--- config.mk ---
export PLATFORM = sky130hd
export DESIGN_NAME = cht_ram
export DESIGN_NICKNAME = d
export VERILOG_FILES = /design/src/rtl/cht_ram.sv
export SDC_FILE = /design/constraint.sdc
export NUM_CORES = 1
export LEC_CHECK = 0
export BUFFER_PORTS_ARGS = -buffer_cell sky130_fd_sc_hd__buf_4
export CAP_MARGIN = 20
export CORE_UTILIZATION = 60
export CTS_CLUSTER_SIZE = 40
export DETAILED_ROUTE_END_ITERATION = 8
export GPL_TIMING_DRIVEN = 0
export PLACE_DENSITY = 0.88
export SYNTH_ARGS = -nofsm -noshare
export SYNTH_HDL_FRONTEND = slang
export SYNTH_SLANG_ARGS = --single-unit
--- constraint.sdc ---
create_clock -name clk -period 2.49 [get_ports clk]
set_input_delay 0.3735 -clock clk [delete_from_list [all_inputs] [get_ports clk]]
set_output_delay 0.3735 -clock clk [all_outputs]
set_load 0.1 [all_outputs]
--- src/rtl/cht_ram.sv ---
`default_nettype none

module cht_ram #(
  parameter int DW = 8,
  parameter int AW = 4
) (
  input  wire logic          clk,
  input  wire logic          we,
  input  wire logic [AW-1:0] waddr,
  input  wire logic [DW-1:0] wdata,
  input  wire logic          re,
  input  wire logic [AW-1:0] raddr,
  output logic      [DW-1:0] rdata
);

  localparam int DEPTH = 1 << AW;

  logic [DW-1:0] mem [DEPTH];

  // Synchronous write port.
  always_ff @(posedge clk) begin
    if (we) begin
      mem[waddr] <= wdata;
    end
  end

  // Synchronous read port.
  always_ff @(posedge clk) begin
    if (re) begin
      rdata <= mem[raddr];
    end
  end

endmodule

`default_nettype wire

# After elaboration in Yosys (flattened, before gate mapping)
# Memories as Yosys holds them, arrays and structs flattened. A register that Yosys moved wholly into a read port is not among the register bits.
# Cells that the tools add are included.
[totals] reg_bits=0 mem_bits_rw=128 input_bits=19 output_inout_bits=8 wordCells=3 mem_count=1
[op_classes] mux=2
[mem_list] memory="mem" depth=16 width=8 rd=1 rd_clocked_by_memory_dff=1 wr=1 line="18" rtl="logic [DW-1:0] mem [DEPTH];"
[ops] operator="$mux W1" n=2

# Logic depth before layout (Yosys ltp)
[logic_depth] ltp_word=2 depth_mapped=5 ltp_nobuf=3

# Worst setup path before layout
# Ideal clock, no wire load.
[synth_path] path_kind="in2reg" start="input waddr[2]" end="memory mem[0][0], enable pin" setup_time_ps=383 arrival_time_ps=1483 t_required_ps=2107 slack_ps=624 path_stages=2 n_path_buf=0 cell_sequence="or3b_2 > nor3_1"
[synth_lines] item="start: declaration" line="9" rtl="input wire logic [AW-1:0] waddr,"
[synth_lines] item="end: declaration" line="18"
# No word-level cell before the write port.

# Worst setup path in the final report
[layout_path] start="input waddr[2]" end="memory mem[3][0], enable pin"
# No word-level cell before the write port.

==> flow_summary.json <==
{
  "top_layer_used": "met4",
  "initial_utilization_pct": 62.7,
  "ys_warn_count": 0,
  "cts_resized": 0,
  "holdCritPathClass": "primary input to register",
  "total_power_mw": 5.13,
  "setup-tns-final_ns": 0,
  "ys_seq_area_share_pct": 78.1,
  "num-nets-final": 296,
  "port-buffer-count": 25,
  "grt_overflow": 0,
  "clkTransAtPathRegs_ns": 0.06,
  "synth_area_per_cell_um2": 22.8,
  "syn_area_mm2": 0.00523,
  "powerDensity_mw_per_mm2": 840,
  "wirelength_um": 10100,
  "synth-adder-area-share_pct": 0,
  "hold_viol": 0,
  "syn_nets": 248,
  "vias": 2563,
  "htreeDepth": 4,
  "synth_cell_type_count": 18,
  "grt_pass1_wl_um": 15000,
  "die_width_um": 95.3,
  "root_buffer": "clkbuf_8",
  "synth-seq-cells": 136,
  "area_growth_pct": 16.8,
  "dp_hpwl_um": 6070,
  "drtIter0Drc": 316,
  "synthXorXnorAreaFrac_pct": 0,
  "tightest_slew_ns": 0.898,
  "antenna_found_initial": 0,
  "diodes": 0,
  "synth_compound_area_share_pct": 2.30,
  "grt_pass1_vias": 2577,
  "die-area_mm2": 0.00909,
  "max_freq_mhz": 623,
  "cp_max_fo": 8,
  "synthMuxAreaShare_pct": 14.8,
  "antenna_left": 0,
  "worstPathArrival_ns": 1.74,
  "p_leak_nw": 2.04,
  "grt_setup_unrepaired": "false",
  "wl_met1_um": 4290,
  "crit_path_end_kind": "register",
  "ioPinCount": 27,
  "rows": 33,
  "die_height_um": 95.3,
  "track_usage_pct": 25.1,
  "vdd.ir_drop.worst_uv": 574,
  "post-cts-setup-buffers": 0,
  "synth_top_family_by_area": "multiplexers",
  "fin_crit_sh_pct": 64.4,
  "wl_met3_um": 728,
  "final_common_cell": "edfxtp_1",
  "remaining_drc_errors": 0,
  "netlist_instances": 229,
  "detail_route.wl_per_cell_um": 25.6,
  "final_cell_mix": "edfxtp_1 (136), buf_4 (28), mux4_2 (18)",
  "cp-start-kind": "primary input",
  "maxCapViolCount": 0,
  "skew_ns": 0.00715,
  "core-area_mm2": 0.00834,
  "setup_viol": 0,
  "gp_congestion": 0.740,
  "slew_headroom_pct": 39.9,
  "numClockSinks": 136,
  "clock_path_buffers": 2,
  "outcome": "finished clean",
  "critical_path_class": "primary input to register",
  "required_ns": 2.63,
  "via_per_inst": 6.49,
  "grt_start_max_net_pins": 17,
  "synth_simple_gate_area_share_pct": 3.14,
  "dr_wl_met2_um": 4870,
  "numCtsBuffers": 17,
  "cts_tree": "built",
  "ctsHoldBuffers": 0,
  "clk_latency_ns": 0.51,
  "min_period_ns": 1.60,
  "slew_viol_final": 0,
  "firstDrtPassIters": 5,
  "drive_above_1_share_pct": 30.0
}
==> logic make-up after synthesis <==
family | count (synthesis)
buffers and inverters | 10
AOI/OAI and AO/OA | 16
and+or+nand+nor | 35
muxes | 32
DFF | 136
==> synth_stat cells (all sizes together) <==
cell,count,area share (%)
edfxtp,136,78
mux4,32,15
a22oi,16,2.3
nor2,13,0.93
nand2,9,0.65
buf,7,1.1
nor3,4,0.38
clkdlybuf4s25,3,0.57
nand2b,2,0.24
nand3b,2,0.29
and2,1,0.12
and2b,1,0.14
nand3,1,0.096
nor2b,1,0.12
or3b,1,0.17
==> worst paths after layout <==
check                      startpoint             endpoint  slack, ns  cells after the start
hold / removal                     re   rdata[7]$_DFFE_PP_       0.14                      1
setup reg to reg  mem[5][2]$_DFFE_PP_   rdata[2]$_DFFE_PP_       0.93                      3
setup / recovery             waddr[2]  mem[3][0]$_DFFE_PP_       0.89                      3
hold reg to reg   mem[8][4]$_DFFE_PP_   rdata[4]$_DFFE_PP_       0.78                      3
==> registers in the layout, summed over array words and instances (netlist names) <==
signal	flops
rdata	8
mem	128
==> routing by layer <==
layer	vias to the layer above	track usage (%)
met5	-	0
met4	0	11.7
met3	22	6.06
met2	147	36.2
met1	1311	36.9
li1	1083	-
==> where the power goes <==
part | total (mW) | internal (mW) | switching (mW)
clock network | 2.20 | 1.31 | 0.886
registers | 2.59 | 2.58 | 0.0138
logic | 0.338 | 0.115 | 0.222
total | 5.13 | 4.00 | 1.12
==> cell type report <==
type                            instances  area, um^2
Buffer                                 10        86.3
Clock inverter                         13         108
Sequential cell                       136        4080
Clock buffer                           19         422
Multi-Input combinational cell         83        1060
Tap cell                              105         131
Timing Repair Buffer                   29         218
Fill cell                             455        2230
==> worst max-delay path, cell delays in order <==
cell and delay, ns:
buf_4 0.12, or3b_2 0.53, nor2_1 0.71
==> stage by stage <==
stage	util (%)	cells	setup WS [ns]	area, um^2	hold slack [ns]
CTS	73.0	393	0.919	6090	0.133
floorplan	-	229	0.624	5230	0.472
finish	73.2	395	0.886	6110	0.145
global route	73.2	395	0.868	6110	0.139
global placement	66.5	359	0.0727	5550	0.650
detailed placement	66.7	361	0.429	5560	0.665
(Power assumes the default switching activity.)
