<file path="src/rtl/cht_pkg.sv">
`default_nettype none

package cht_pkg;

  // Table geometry.
  localparam int BUCKETS      = 10;
  localparam int POOL_ENTRIES = 256;

  // Field widths of the request and response.
  localparam int KEY_W          = 31;
  localparam int PAYLOAD_W      = 64;
  localparam int BUCKET_FIELD_W = 4;

  // Derived widths for bucket indexes, entry pointers and the fill count.
  localparam int BKT_W  = (BUCKETS > 1) ? $clog2(BUCKETS) : 1;
  localparam int PTR_W  = (POOL_ENTRIES > 1) ? $clog2(POOL_ENTRIES) : 1;
  localparam int USED_W = $clog2(POOL_ENTRIES + 1);

  // The bucket reduction takes the quotient of a key by the bucket count as
  // the upper part of the key times a rounded-up reciprocal. The rounding
  // error stays below one bucket count, so the quotient is exact for every key.
  localparam int MOD_SHIFT = KEY_W + $clog2(BUCKETS);
  localparam int RECIP_W   = KEY_W + 1;
  localparam logic [RECIP_W-1:0] MOD_RECIP =
    RECIP_W'(((64'd1 << MOD_SHIFT) + 64'(BUCKETS) - 64'd1) / 64'(BUCKETS));

  // Operation codes.
  localparam logic FUNC_INSERT = 1'b0;
  localparam logic FUNC_SEARCH = 1'b1;

  // Response status codes.
  typedef enum logic [1:0] {
    ST_INSERTED  = 2'd0,
    ST_FOUND     = 2'd1,
    ST_NOT_FOUND = 2'd2,
    ST_FULL      = 2'd3
  } status_t;

  typedef struct packed {
    logic                 func;
    logic [KEY_W-1:0]     key;
    logic [PAYLOAD_W-1:0] payload;
  } req_t;

  typedef struct packed {
    status_t                   status;
    logic [BUCKET_FIELD_W-1:0] bucket;
    logic [PAYLOAD_W-1:0]      found_payload;
  } rsp_t;

  // One pool entry as held in the entry memory.
  typedef struct packed {
    logic [KEY_W-1:0]     key;
    logic [PAYLOAD_W-1:0] payload;
    logic                 link_vld;
    logic [PTR_W-1:0]     link;
  } entry_t;

endpackage

`default_nettype wire

</file>
<file path="src/rtl/cht_mod.sv">
`default_nettype none

// Reduces a key modulo the bucket count in two pipelined steps: a reciprocal
// multiply gives the quotient, then a subtract gives the remainder.
module cht_mod (
  input  wire logic                       clk,
  input  wire logic                       rst,
  input  wire logic                       start,
  input  wire logic [cht_pkg::KEY_W-1:0]  key,
  output logic                            done,
  output logic      [cht_pkg::BKT_W-1:0]  rem
);

  localparam int PROD_W = cht_pkg::KEY_W + cht_pkg::RECIP_W;

  logic [cht_pkg::KEY_W-1:0] key_q;
  logic [cht_pkg::KEY_W-1:0] quot;
  logic                      mul_vld;
  logic                      sub_vld;
  logic [PROD_W-1:0]         prod;
  logic [cht_pkg::KEY_W-1:0] quot_next;
  logic [cht_pkg::BKT_W-1:0] rem_next;

  // The quotient is the upper part of the product. The remainder is below the
  // bucket count, so only the low bits of the subtraction are needed.
  always_comb begin
    prod      = PROD_W'(key_q) * PROD_W'(cht_pkg::MOD_RECIP);
    quot_next = cht_pkg::KEY_W'(prod >> cht_pkg::MOD_SHIFT);
    rem_next  = cht_pkg::BKT_W'(key_q) -
                cht_pkg::BKT_W'(quot) * cht_pkg::BKT_W'(cht_pkg::BUCKETS);
  end

  // Pipeline stages: key capture, quotient and remainder.
  always_ff @(posedge clk) begin
    if (rst) begin
      mul_vld <= 1'b0;
      sub_vld <= 1'b0;
      done    <= 1'b0;
    end else begin
      mul_vld <= start;
      sub_vld <= mul_vld;
      done    <= sub_vld;
      if (start) begin
        key_q <= key;
      end
      if (mul_vld) begin
        quot <= quot_next;
      end
      if (sub_vld) begin
        rem <= rem_next;
      end
    end
  end

endmodule

`default_nettype wire

</file>
<file path="config.mk">
export PLATFORM = sky130hd
export DESIGN_NAME = cht_mod
export DESIGN_NICKNAME = d
export VERILOG_FILES = /design/src/rtl/cht_pkg.sv /design/src/rtl/cht_mod.sv
export SDC_FILE = /design/constraint.sdc
export NUM_CORES = 1
export LEC_CHECK = 0
export BUFFER_PORTS_ARGS = -buffer_cell sky130_fd_sc_hd__buf_2
export CORE_UTILIZATION = 45
export DETAILED_ROUTE_END_ITERATION = 7
export MAX_ROUTING_LAYER = met4
export PLACE_DENSITY_LB_ADDON = 0.15
export SLEW_MARGIN = 20
export SYNTH_ARGS = -nofsm -noshare
export SYNTH_HDL_FRONTEND = slang
export SYNTH_SLANG_ARGS = --single-unit
</file>
<file path="constraint.sdc">
create_clock -name clk -period 15.5 [get_ports clk]
set_input_delay 3.1 -clock clk [delete_from_list [all_inputs] [get_ports clk]]
set_output_delay 3.1 -clock clk [all_outputs]
set_load 0.05 [all_outputs]
</file>
## Word level (Yosys, flattened, before mapping)

Cells that the tools add are included.

| storage, ports and cells | value |
|---|---|
| input bits | 34 |
| bits in registers | 42 |
| output and inout bits | 5 |

| operators by class | value |
|---|---|
| bitwise operators | 1 |
| reduce and logical (&&, ||, !) cells | 3 |
| multiply operators | 2 |
| add/sub/neg operators | 1 |

Operators with widths:

| kind | number |
|---|---|
| 31-bit by 32-bit multiplier with 39-bit output (second input constant) | 1 |
| 2-bit AND reduction | 3 |
| 4-bit by 3-bit multiplier with 3-bit output (second input constant) | 1 |
| 4-bit subtractor | 1 |
| 1-bit NOT | 1 |

## Logic depth before layout (Yosys ltp)

Gate-level depths: netlist of the first run.

| logic depth | value |
|---|---|
| depth in word-level cells | 2 |
| gate-level depth with buffers | 22 |
| gate-level depth less buffers | 22 |

## Worst setup path before layout of the first run

Ideal clock, no wire load.

| path | value |
|---|---|
| kind | reg-to-reg |
| start point | reg key_q[7] (netlist name) |
| end point | reg quot[2] (netlist name) (data pin) |
| path slack | 8.987 ns |
| cell stages (with the launch flop) | 22 |
| path buffers | 0 |
| arrival time | 6.252 ns |
| cells stage by stage | edfxtp_1 ha_1 inv_1 fa_1 inv_1 fa_1 inv_1 fa_1 fa_1 inv_1 fa_1 fa_1 inv_1 fa_1 inv_1 ha_1 and3_2 nand2_2 or3_1 or3_1 and4_4 o32a_1 |

| between the ends | value |
|---|---|
| cells in the longest elaborated chain, start to end | 1 |

Ends and longest elaborated chain:

| item | line | text |
|---|---|---|
| from (decl) | cht_mod.sv:16 | `logic [cht_pkg::KEY_W-1:0] key_q;` |
| from (signal assigned) | cht_mod.sv:44 | `key_q <= key;` |
| 31-bit by 32-bit multiplier with 39-bit output | cht_mod.sv:27 | `prod = PROD_W'(key_q) * PROD_W'(cht_pkg::MOD_RECIP);` |
| via prod[37] | cht_mod.sv:20 | `logic [PROD_W-1:0] prod;` |
| to (signal assigned) | cht_mod.sv:47 | `quot <= quot_next;` |
| to (decl) | cht_mod.sv:17 | `logic [cht_pkg::KEY_W-1:0] quot;` |

The timed path passes the listed nets, and every way through them passes these cells.
A chain may end at the register's enable or synchronous reset.

## Worst setup path after layout of the first run

| path | value |
|---|---|
| start point | reg key_q[4] (netlist name) |
| end point | reg quot[2] (netlist name) (data pin) |

Same word-level chain as after synthesis.

==> results.txt, run 1 <==
----------------------------------------------------
[STA]
  Worst Clk Skew ... 14.0 ps
  Slew Limit Headroom ... 50.4%
  Max Clk Rate ... 0.146 GHz
  Setup-failing EPs final ... 0
  Slew at the pin closest to its max-slew limit ... 743 ps
  Total negative slack for setup checks ... 0 ps
  Unrepaired setup endpoints after global routing ... false
  Ratio of final minimum period to clock period ... 44.1%
  Final worst path period need ... 6830 ps
  Number of endpoints with negative hold slack in the final report ... 0
  Final Max Slew Viols ... 0

[Clock tree]
  Number of H-tree levels ... 2
  Post-cts repair resize count ... 0
  Setup repair bufs after CTS ... 0
  Reg clk slew, reported paths ... 80 ps
  Root buffer selected by CTS ... sky130_fd_sc_hd__clkbuf_16
  Clock tree from TritonCTS ... yes
  Number of sinks on the clock net ... 41
  Worst-skew pair later-pin latency ... 310 ps
  Maximum number of buffers from clock root to sink ... 2
  Number of buffers created by CTS ... 5
  Post-cts hold buffer count ... 0

[GRT]
  Pin count of the biggest net entering global routing ... 19
  Total congestion overflow after global routing ... 0
  Number of global-route vias before repair ... 6,008
  Global-route usage over all layers ... 21.9%
  First-pass GRT wire length ... 31.3 mm
  Number of antenna violations at the first check in global routing ... 0

[Flow run]
  Number of max-cap violations ... 0

[Drt]
  Detailed-route vias per instance ... 4.87
  Drt pass-1 iters ... 4
  Number of nets still failing antenna checks after routing ... 0
  Count of vias placed by the detailed router ... 5,350
  Count of routing violations after the opening detailed-route iteration ... 181
  Wire length reported by the detailed router ... 19.7 mm
  Count of unresolved DRC violations after routing ... 0
  Wire length per cell after detailed routing ... 18.0 um

[Setup path]
  Startpoint of the worst register-to-register path ... key_q[4]$_DFFE_PP_
  Worst Setup Start Kind ... register
  Ordered cell list for the critical path ... ha_1 -> inv_1 -> fa_1 -> fa_1 -> inv_1 -> fa_1 -> inv_1 -> fa_1 -> inv_1 -> fa_1 -> fa_1 -> inv_1 -> fa_1 -> inv_1 -> ha_1 -> and3_4 -> nand2_2 -> or3_1 -> or3_1 -> and4_4 -> o32a_1
  Max incr delay on CP ... 570 ps
  Critical path class ... register to register
  Maximum fanout count along the critical path ... 6
  CP Capture Type ... register
  Arr. time, crit path ... 6900 ps
  Cell with the biggest individual delay on the critical path ... sky130_fd_sc_hd__fa_1
  Req. time, crit path ... 15,570 ps
  Crit-path most repeated cell ... sky130_fd_sc_hd__fa_1
  Worst setup path startpoint ... key_q[4]$_DFFE_PP_

[Finish]
  Layout Area Growth over Synthesis ... 7.73%
  Most used cells in the layout excluding fill and tap cells ... sky130_fd_sc_hd__inv_1 (257), sky130_fd_sc_hd__ha_1 (189), sky130_fd_sc_hd__fa_1 (174)
  Antenna diode instance count ... 0
  Nets@finish ... 1,235
  Leading cell type in the layout, fill and taps excluded ... sky130_fd_sc_hd__inv_1
  Filler cell count ... 1,763
  Ratio of cells with drive above 1 in the final layout ... 6.79%

[Die]
  Total I/O pin count ... 39
  Initial cell density of the core ... 46.6%
  Height of the die ... 142 um
  Die width ... 142 um
  Core area ... 19,000 um^2
  Cell Rows ... 50
  Floorplan die area ... 20,200 um^2

[Synth]
  Ys Warns ... 0
  Mapped cell area ... 8840 um^2
  Number of enable flip-flop cells after synthesis ... 38
  Main flop type after synthesis ... sky130_fd_sc_hd__edfxtp_1
  Library cells used by synthesis ... 37
  Share of async-settable or async-resettable flops after synthesis ... 0%
  Number of synthesized register bits ... 41
  Sequential share of the synthesized area ... 13.6%
  Synthesized area divided by synthesized cell count ... 11.2 um^2
  Syn nets ... 1,188
  Instance count of the mapped netlist ... 791

[Hold path]
  Type of the worst min-delay path ... register to register
  Worst Hold Launch ... sub_vld$_SDFF_PP0_

[Placed design]
  Final weighted congestion in routability-driven placement ... 0.964
  Number of buffer cells added on primary ports ... 38
  Post-detailed-placement half-perimeter wirelength ... 18.4 mm

[Run status]
  Outcome ... finished, final reports clean

----------------------------------------------------
kinds of logic after synthesis:
kind of cell,synth area share (%)
AND/OR/NAND/NOR,3.16
AO/OA/AOI/OAI,4.01
adder cells (fa/ha/maj),66.2
buffers and inverters,10.9
XOR/XNOR,2.18
flip-flops,13.6
per-stage QoR:
stage	std cells	hold slack, ps	util (%)	setup WS, ps	cell area [um^2]
after floorplan	791	430	-	8990	8840
after global routing	1099	487	50.2	8420	9520
after CTS	1099	472	50.2	8650	9520
final	1099	470	50.2	8670	9520
after detailed placement	1091	452	49.4	8650	9370
after global placement	1091	450	49.4	8770	9370
path summary, 6_finish.rpt:
| path | endpoint | slack, ps | cells past startpoint |
|---|---|---|---|
| min reg2reg | done$_SDFF_PP0_ | 470 | 1 |
| min | done$_SDFF_PP0_ | 470 | 1 |
| max reg2reg | quot[2]$_DFFE_PP_ | 8670 | 21 |
| max | quot[2]$_DFFE_PP_ | 8670 | 21 |
critical path: cells and delay by family (launching register included):
kind	cells	cell delay [ps]
flops	1	540
buf+inv	6	450
simple gates	5	1190
compound gates	1	270
fa+ha+maj	9	4140
state kept, by name, indices dropped and copies added (netlist names):
name / count
key_q: 31
rem: 4
quot: 3
done: 1
mul_vld: 1
sub_vld: 1
Yosys cell counts (2+ instances only):
library cell	n	share of area, %
sky130_fd_sc_hd__dfxtp_1	3	0.68
sky130_fd_sc_hd__nor3_1	7	0.40
sky130_fd_sc_hd__nand4_1	3	0.21
sky130_fd_sc_hd__a211oi_1	4	0.34
sky130_fd_sc_hd__nor2b_1	6	0.42
sky130_fd_sc_hd__inv_1	257	11
sky130_fd_sc_hd__nand3_1	3	0.17
sky130_fd_sc_hd__a21o_1	4	0.34
sky130_fd_sc_hd__o211ai_1	7	0.59
sky130_fd_sc_hd__a21oi_1	17	0.96
sky130_fd_sc_hd__and2_1	2	0.14
sky130_fd_sc_hd__o21a_1	2	0.17
sky130_fd_sc_hd__xnor2_1	15	1.5
sky130_fd_sc_hd__o21ai_0	9	0.51
sky130_fd_sc_hd__xor2_1	7	0.69
sky130_fd_sc_hd__fa_1	174	39
sky130_fd_sc_hd__edfxtp_1	38	13
sky130_fd_sc_hd__nor2_1	10	0.42
sky130_fd_sc_hd__ha_1	189	27
sky130_fd_sc_hd__nand2_1	13	0.55
sky130_fd_sc_hd__or2_2	2	0.14
sky130_fd_sc_hd__or3_1	4	0.28
cell type report:
| type | instances | area, um^2 | area share (%) |
|---|---|---|---|
| Clock inverter | 3 | 25.0 | 0.263 |
| Inverter | 257 | 965 | 10.1 |
| Clock buffer | 5 | 125 | 1.31 |
| Sequential cell | 41 | 1200 | 12.6 |
| Tap cell | 260 | 325 | 3.42 |
| Multi-Input combinational cell | 493 | 6680 | 70.1 |
| Timing Repair Buffer | 40 | 205 | 2.15 |
metal layers:
metal / up-vias / GRT usage (%) / part of all wire, %
li1: 2546 / - / -
met1: 2717 / 26.5 / 42
met2: 74 / 39.1 / 54
met3: 13 / 3.16 / 3.1
met4: 0 / 3.96 / 1.2
met5: - / - / 0
Power of run 1 is not shown: default switching activity piles up to over one toggle a cycle in this logic, so the estimate is an artifact.
==> run 2, diff against run 1 <==
==> constraint.sdc (replaced) <==
create_clock -name clk -period 6.6 [get_ports clk]
set_input_delay 1.32 -clock clk [delete_from_list [all_inputs] [get_ports clk]]
set_output_delay 1.32 -clock clk [all_outputs]
set_load 0.05 [all_outputs]
==> run 2 against run 1 <==
Compared with the run above: die area unchanged; first-iteration DRC count up 20%; non-clock buffer count up 20; global-route usage up 0.49 points; clock skew down 2.0 ps; critical endpoint unchanged.
==> results.txt, run 2 (synthesis results as in run 1) <==
----------------------------------------------------
[Setup path]
  Crit-path most repeated cell ... sky130_fd_sc_hd__fa_1
  Cell with the biggest individual delay on the critical path ... sky130_fd_sc_hd__fa_1
  Max incr delay on CP ... 530 ps (-40 ps)
  Cell count of the worst reg-to-reg path ... 19 (-9.5%)
  Ordered cell list for the critical path ... inv_2 -> ha_4 -> fa_1 -> fa_1 -> inv_1 -> fa_1 -> inv_1 -> fa_1 -> inv_1 -> fa_1 -> fa_1 -> fa_1 -> ha_1 -> and3_4 -> nand2_2 -> or3_4 -> or3_4 -> and4_4 -> o32a_1
  Startpoint of the worst register-to-register path ... key_q[5]$_DFFE_PP_
  Worst Setup Start Kind ... register
  Setup slack of the most critical reg-to-reg path ... 130 ps (-8540 ps)
  Critical path class ... register to register
  CP Capture Type ... register
  Req. time, crit path ... 6660 ps (-8910 ps)
  Maximum fanout count along the critical path ... 4 (-2)
  Worst r2r dst ... quot[2]$_DFFE_PP_
  Arr. time, crit path ... 6530 ps (-370 ps)

[Die]
  Total I/O pin count ... 39 (unchanged)
  Height of the die ... 142 um (unchanged)
  Die width ... 142 um (unchanged)
  Core area ... 19,000 um^2 (unchanged)
  Floorplan die area ... 20,200 um^2 (unchanged)
  Cell Rows ... 50 (unchanged)
  Initial cell density of the core ... 46.6% (unchanged)

[STA]
  Final Max Slew Viols ... 0 (unchanged)
  Worst-case setup margin in the final layout ... 132 ps (-8540 ps)
  Max Clk Rate ... 0.155 GHz (+5.6%)
  Setup-failing EPs final ... 0 (unchanged)
  Final worst path period need ... 6470 ps (-362 ps)
  Worst Clk Skew ... 11.9 ps (-2.03 ps)
  Unrepaired setup endpoints after global routing ... true
  Slew Limit Headroom ... 43.3% (-7.0 points)
  Ratio of final minimum period to clock period ... 98.0% (+54 points)
  Number of endpoints with negative hold slack in the final report ... 0 (unchanged)
  Slew at the pin closest to its max-slew limit ... 848 ps (+105 ps)

[Finish]
  Top reg by flops ... key_q
  Layout Area Growth over Synthesis ... 10.7%
  Biggest regs ... key_q: 31 flops, rem: 4 flops, quot: 3 flops
  Flip-flop count of the largest register, all copies and words added ... 31 (unchanged)
  Antenna diode instance count ... 0 (unchanged)
  Cell Count, Final, Fillers Out ... 1,119 (+1.8%)
  Final cell area excluding filler cells ... 9780 um^2 (+2.7%)
  Most used cells in the layout excluding fill and tap cells ... sky130_fd_sc_hd__inv_1 (250), sky130_fd_sc_hd__ha_1 (183), sky130_fd_sc_hd__fa_1 (172)
  Nets@finish ... 1,255 (+1.6%)
  Ratio of cells with drive above 1 in the final layout ... 11.3% (+4.5 points)
  Leading cell type in the layout, fill and taps excluded ... sky130_fd_sc_hd__inv_1

[Clock tree]
  Maximum number of buffers from clock root to sink ... 2 (unchanged)
  Number of H-tree levels ... 2 (unchanged)
  Number of sinks on the clock net ... 41 (unchanged)
  Root buffer selected by CTS ... sky130_fd_sc_hd__clkbuf_16
  Worst-skew pair later-pin latency ... 310 ps (about the same)
  Reg clk slew, reported paths ... 80 ps (about the same)
  Clock tree from TritonCTS ... yes
  Number of buffers created by CTS ... 5 (unchanged)
  Post-cts hold buffer count ... 0 (unchanged)

[Drt]
  Detailed-route vias per instance ... 4.92 (+1.1%)
  Count of routing violations after the opening detailed-route iteration ... 218 (+20%)
  Wire length per cell after detailed routing ... 18.1 um (+0.67%)
  Drt pass-1 iters ... 6 (+2)
  Count of vias placed by the detailed router ... 5,508 (+3.0%)
  Number of nets still failing antenna checks after routing ... 0 (unchanged)
  Count of unresolved DRC violations after routing ... 0 (unchanged)
  Wire length reported by the detailed router ... 20.2 mm (+2.5%)

[GRT]
  Number of global-route vias before repair ... 6,282 (+4.6%)
  Pin count of the biggest net entering global routing ... 19 (unchanged)
  Global-route usage over all layers ... 22.4% (+0.49 points)
  Total congestion overflow after global routing ... 0 (unchanged)
  Number of antenna violations at the first check in global routing ... 0 (unchanged)
  First-pass GRT wire length ... 32.2 mm (+2.8%)

[Hold path]
  Type of the worst min-delay path ... register to register
  Worst Hold Launch ... sub_vld$_SDFF_PP0_
  Hold EP ... done$_SDFF_PP0_
  Number of cells on the worst hold path ... 1 (unchanged)

[Placed design]
  Placement-stage worst setup slack ... -21.7 ps (-8670 ps)
  Number of buffer cells added on primary ports ... 38 (unchanged)
  Cells after DPL ... 1,109 (+1.6%)
  Placed standard-cell area ... 9510 um^2 (+1.4%)
  Post-detailed-placement half-perimeter wirelength ... 18.7 mm (+1.4%)
  Final weighted congestion in routability-driven placement ... 0.914 (-5.2%)

[Run status]
  Outcome ... finished, final reports clean

[Flow run]
  Number of max-cap violations ... 0 (unchanged)

----------------------------------------------------
[run 2: cell count changes in the layout (fill, tap and decap cells not counted), sizes merged]
cell  previous run  this run
buf             40        60
[run 2: timing repair]
action | in CTS | in global routing
gates resized for setup | 0 | 23
setup endpoints to repair | 1 | 3
buffers inserted | 1 | 1
pin swaps | 1 | 14
[run 2: layout make-up]
| type | instances | area, um^2 |
|---|---|---|
| fill | 1715 | 9170 |
| multi-input combinational | 493 | 6780 |
| sequential | 41 | 1200 |
| inverter | 257 | 965 |
| timing repair buffer | 60 | 359 |
| tap | 260 | 325 |
| clock buffer | 5 | 125 |
| clock inverter | 3 | 25.0 |
[run 2: how the worst max path moves through the flow]
stage,slack [ps],startpoint,cells past startpoint,end
after floorplan,90,key_q[7]$_DFFE_PP_,21,quot[2]$_DFFE_PP_
after global placement,100,key_q[7]$_DFFE_PP_,21,quot[2]$_DFFE_PP_
after detailed placement,-20,key_q[5]$_DFFE_PP_,21,quot[2]$_DFFE_PP_
after CTS,5,key_q[8]$_DFFE_PP_,22,quot[2]$_DFFE_PP_
after global routing,-80,key_q[8]$_DFFE_PP_,22,quot[2]$_DFFE_PP_
final,130,key_q[5]$_DFFE_PP_,19,quot[2]$_DFFE_PP_
[run 2: metrics by stage]
| step | hold slack [ps] | utilization [%] | setup TNS, ps |
|---|---|---|---|
| after global routing | 470 | 51.6 | -76.7 |
| final | 460 | 51.6 | 0 |
| after detailed placement | 453 | 50.2 | -21.7 |
| after global placement | 451 | 50.2 | 0 |
| after CTS | 463 | 51.0 | 0 |
| after floorplan | 430 | - | 0 |
[run 2: per-layer routing]
layer	wire length, um	global-route usage (%)
met5	0	-
met4	560	6.62
met3	776	4.17
met2	10400	39.1
met1	8450	26.2
[run 2: critical path: cells and delay by family, from the launching register on]
family	cells	cell delay (ps)
adder cells (fa/ha/maj)	9	3850
AO/OA/AOI/OAI	1	280
AND/OR/NAND/NOR	5	1140
buffers and inverters	4	520
flip-flops	1	450
Power of run 2 is left out for the same reason.
==> run 3, diff against run 2 <==
==> constraint.sdc (replaced) <==
create_clock -name clk -period 5.65 [get_ports clk]
set_input_delay 1.13 -clock clk [delete_from_list [all_inputs] [get_ports clk]]
set_output_delay 1.13 -clock clk [all_outputs]
set_load 0.05 [all_outputs]
==> run 3 against run 2 <==
Compared with the run above: the flow now finishes with violations (setup timing); non-clock buffer count rose by 113; global-route usage rose by 0.48 points; sequential cell count did not move; count of clock-buffer cells in the layout did not move; final area rose by 10%; sequential share of layout area fell by 1.1 points; via count rose by 6.4%; hold slack improved by 7.2 ps; clock skew fell by 3.1 ps; first-iteration DRC count fell by 27%; register-to-register slack got worse by 800 ps; setup slack got worse by 800 ps; critical endpoint unchanged; highest routed layer unchanged.
==> results.txt, run 3 (synthesis results as in run 1) <==
----------------------------------------------------
[Run status]
  Outcome ... finished with violations
  Violations in the final reports ... setup timing

[Placed design]
  Post-detailed-placement half-perimeter wirelength ... 19.2 mm (+2.6%)
  Placed standard-cell area ... 10,400 um^2 (+8.9%)
  Placement-stage worst setup slack ... -864 ps (-842 ps)
  Final weighted congestion in routability-driven placement ... 0.943 (+3.2%)
  Number of buffer cells added on primary ports ... 38 (unchanged)

[Die]
  Die width ... 142 um (unchanged)
  Height of the die ... 142 um (unchanged)
  Floorplan die area ... 20,200 um^2 (unchanged)
  Core area ... 19,000 um^2 (unchanged)
  Cell Rows ... 50 (unchanged)
  Initial cell density of the core ... 46.6% (unchanged)
  Total I/O pin count ... 39 (unchanged)

[GRT]
  First-pass GRT wire length ... 33.2 mm (+3.0%)
  Met3 Usage GRT ... 2.86% (-1.3 points)
  Global-route layer with the greatest usage ... met2
  Number of global-route vias before repair ... 6,623 (+5.4%)
  Global-route usage over all layers ... 22.9% (+0.48 points)
  Number of antenna violations at the first check in global routing ... 0 (unchanged)
  Pin count of the biggest net entering global routing ... 32 (+13)
  Total congestion overflow after global routing ... 0 (unchanged)
  Met1 Usage GRT ... 27.8% (+1.6 points)
  GR met2 Demand/Resource ... 38.8% (-0.31 points)

[Drt]
  Count of routing violations after the opening detailed-route iteration ... 160 (-27%)
  Count of unresolved DRC violations after routing ... 0 (unchanged)
  Drt pass-1 iters ... 4 (-2)
  Count of vias placed by the detailed router ... 5,861 (+6.4%)
  Number of nets still failing antenna checks after routing ... 0 (unchanged)
  Wire length reported by the detailed router ... 20.6 mm (+1.7%)
  Detailed-route vias per instance ... 4.76 (-3.4%)
  Wire length per cell after detailed routing ... 16.7 um (-7.6%)

[STA]
  Final worst path period need ... 6320 ps (-149 ps)
  Final Max Slew Viols ... 0 (unchanged)
  Setup-failing EPs final ... 3 (+3)
  Number of endpoints with negative hold slack in the final report ... 0 (unchanged)
  Slew at the pin closest to its max-slew limit ... 979 ps (+131 ps)
  Worst-case setup margin in the final layout ... -668 ps (-801 ps)
  Ratio of final minimum period to clock period ... 112% (+14 points)
  Worst Clk Skew ... 8.89 ps (-3.06 ps)
  Unrepaired setup endpoints after global routing ... true
  Max Clk Rate ... 0.158 GHz (+2.4%)
  Slew Limit Headroom ... 34.5% (-8.8 points)

[Setup path]
  CP Capture Type ... register
  Worst Setup Start Kind ... register
  Maximum fanout count along the critical path ... 3 (-1)
  Arr. time, crit path ... 6370 ps (-160 ps)
  Req. time, crit path ... 5710 ps (-950 ps)
  Critical path class ... register to register

[Clock tree]
  Maximum number of buffers from clock root to sink ... 2 (unchanged)
  Root buffer selected by CTS ... sky130_fd_sc_hd__clkbuf_16
  Worst-skew pair later-pin latency ... 300 ps (about the same)
  Reg clk slew, reported paths ... 70 ps (about the same)
  Number of buffers created by CTS ... 5 (unchanged)
  Clock tree from TritonCTS ... yes
  Number of sinks on the clock net ... 41 (unchanged)
  Post-cts hold buffer count ... 0 (unchanged)
  Number of H-tree levels ... 2 (unchanged)

[Finish]
  Biggest regs ... key_q: 31 flops, rem: 4 flops, quot: 3 flops
  Antenna diode instance count ... 0 (unchanged)
  Most used cells in the layout excluding fill and tap cells ... sky130_fd_sc_hd__inv_1 (241), sky130_fd_sc_hd__ha_1 (178), sky130_fd_sc_hd__fa_1 (165)
  Top reg by flops ... key_q
  Layout Area Growth over Synthesis ... 21.9%
  Flip-flop count of the largest register, all copies and words added ... 31 (unchanged)
  Ratio of cells with drive above 1 in the final layout ... 24.5% (+13 points)
  Final cell area excluding filler cells ... 10,800 um^2 (+10%)
  Nets@finish ... 1,368 (+9.0%)
  Leading cell type in the layout, fill and taps excluded ... sky130_fd_sc_hd__inv_1

[Hold path]
  Type of the worst min-delay path ... register to register

[Flow run]
  Number of max-cap violations ... 0 (unchanged)

----------------------------------------------------
==> run 3: critical path, stage by stage, from the launching register on <==
cell,delay [ps]
sky130_fd_sc_hd__edfxtp_1,420
sky130_fd_sc_hd__buf_6,150
sky130_fd_sc_hd__ha_4,150
sky130_fd_sc_hd__inv_2,50
sky130_fd_sc_hd__fa_1,450
sky130_fd_sc_hd__fa_1,550
sky130_fd_sc_hd__inv_2,50
sky130_fd_sc_hd__fa_1,530
sky130_fd_sc_hd__inv_2,80
sky130_fd_sc_hd__fa_1,510
sky130_fd_sc_hd__inv_2,40
sky130_fd_sc_hd__fa_1,450
sky130_fd_sc_hd__fa_1,500
sky130_fd_sc_hd__inv_2,40
sky130_fd_sc_hd__fa_1,510
sky130_fd_sc_hd__inv_2,50
sky130_fd_sc_hd__ha_4,260
sky130_fd_sc_hd__and3_4,180
sky130_fd_sc_hd__nand2_2,50
sky130_fd_sc_hd__or3_4,320
sky130_fd_sc_hd__or3_4,330
sky130_fd_sc_hd__and4_4,150
sky130_fd_sc_hd__o32a_1,270
==> run 3: worst paths after layout <==
path	from	endpoint	slack, ps	cells past startpoint
min	mul_vld$_SDFF_PP0_	sub_vld$_SDFF_PP0_	470	1
min reg2reg	mul_vld$_SDFF_PP0_	sub_vld$_SDFF_PP0_	470	1
max	key_q[5]$_DFFE_PP_	quot[2]$_DFFE_PP_	-670	22
max reg2reg	key_q[5]$_DFFE_PP_	quot[2]$_DFFE_PP_	-670	22
==> run 3: layer usage <==
metal / part of all wire, % / vias to the layer above / routed length (um)
li1: - / 2814 / -
met4: 3.7 / 0 / 765
met2: 50 / 88 / 10400
met1: 43 / 2929 / 8860
met3: 2.9 / 30 / 602
met5: 0 / - / 0
==> run 3: area by class of cell <==
class                           count  area, um^2
Tap cell                          260         325
Multi-Input combinational cell    493        6930
Clock inverter                      3        16.3
Timing Repair Buffer              173        1210
Inverter                          257         965
Fill cell                        1616        8180
Sequential cell                    41        1200
Clock buffer                        5         125
==> run 3: metrics by stage <==
| step | hold slack [ps] | util (%) | setup TNS (ps) | cells |
|---|---|---|---|---|
| finish | 467 | 56.8 | -1700 | 1232 |
| global route | 479 | 56.8 | -2220 | 1232 |
| CTS | 469 | 56.5 | -1630 | 1230 |
| detailed placement | 455 | 54.6 | -2200 | 1217 |
| global placement | 452 | 54.6 | -1990 | 1217 |
| floorplan | 430 | - | -1470 | 791 |
==> run 3: what timing repair did <==
item / in CTS / in global routing
resized for setup: 31 / 17
setup endpoints to repair: 3 / 3
hold endpoints to repair: 0 / 0
pin swaps: 37 / 8
setup buffers: 5 / 2
Power of run 3 is left out for the same reason.
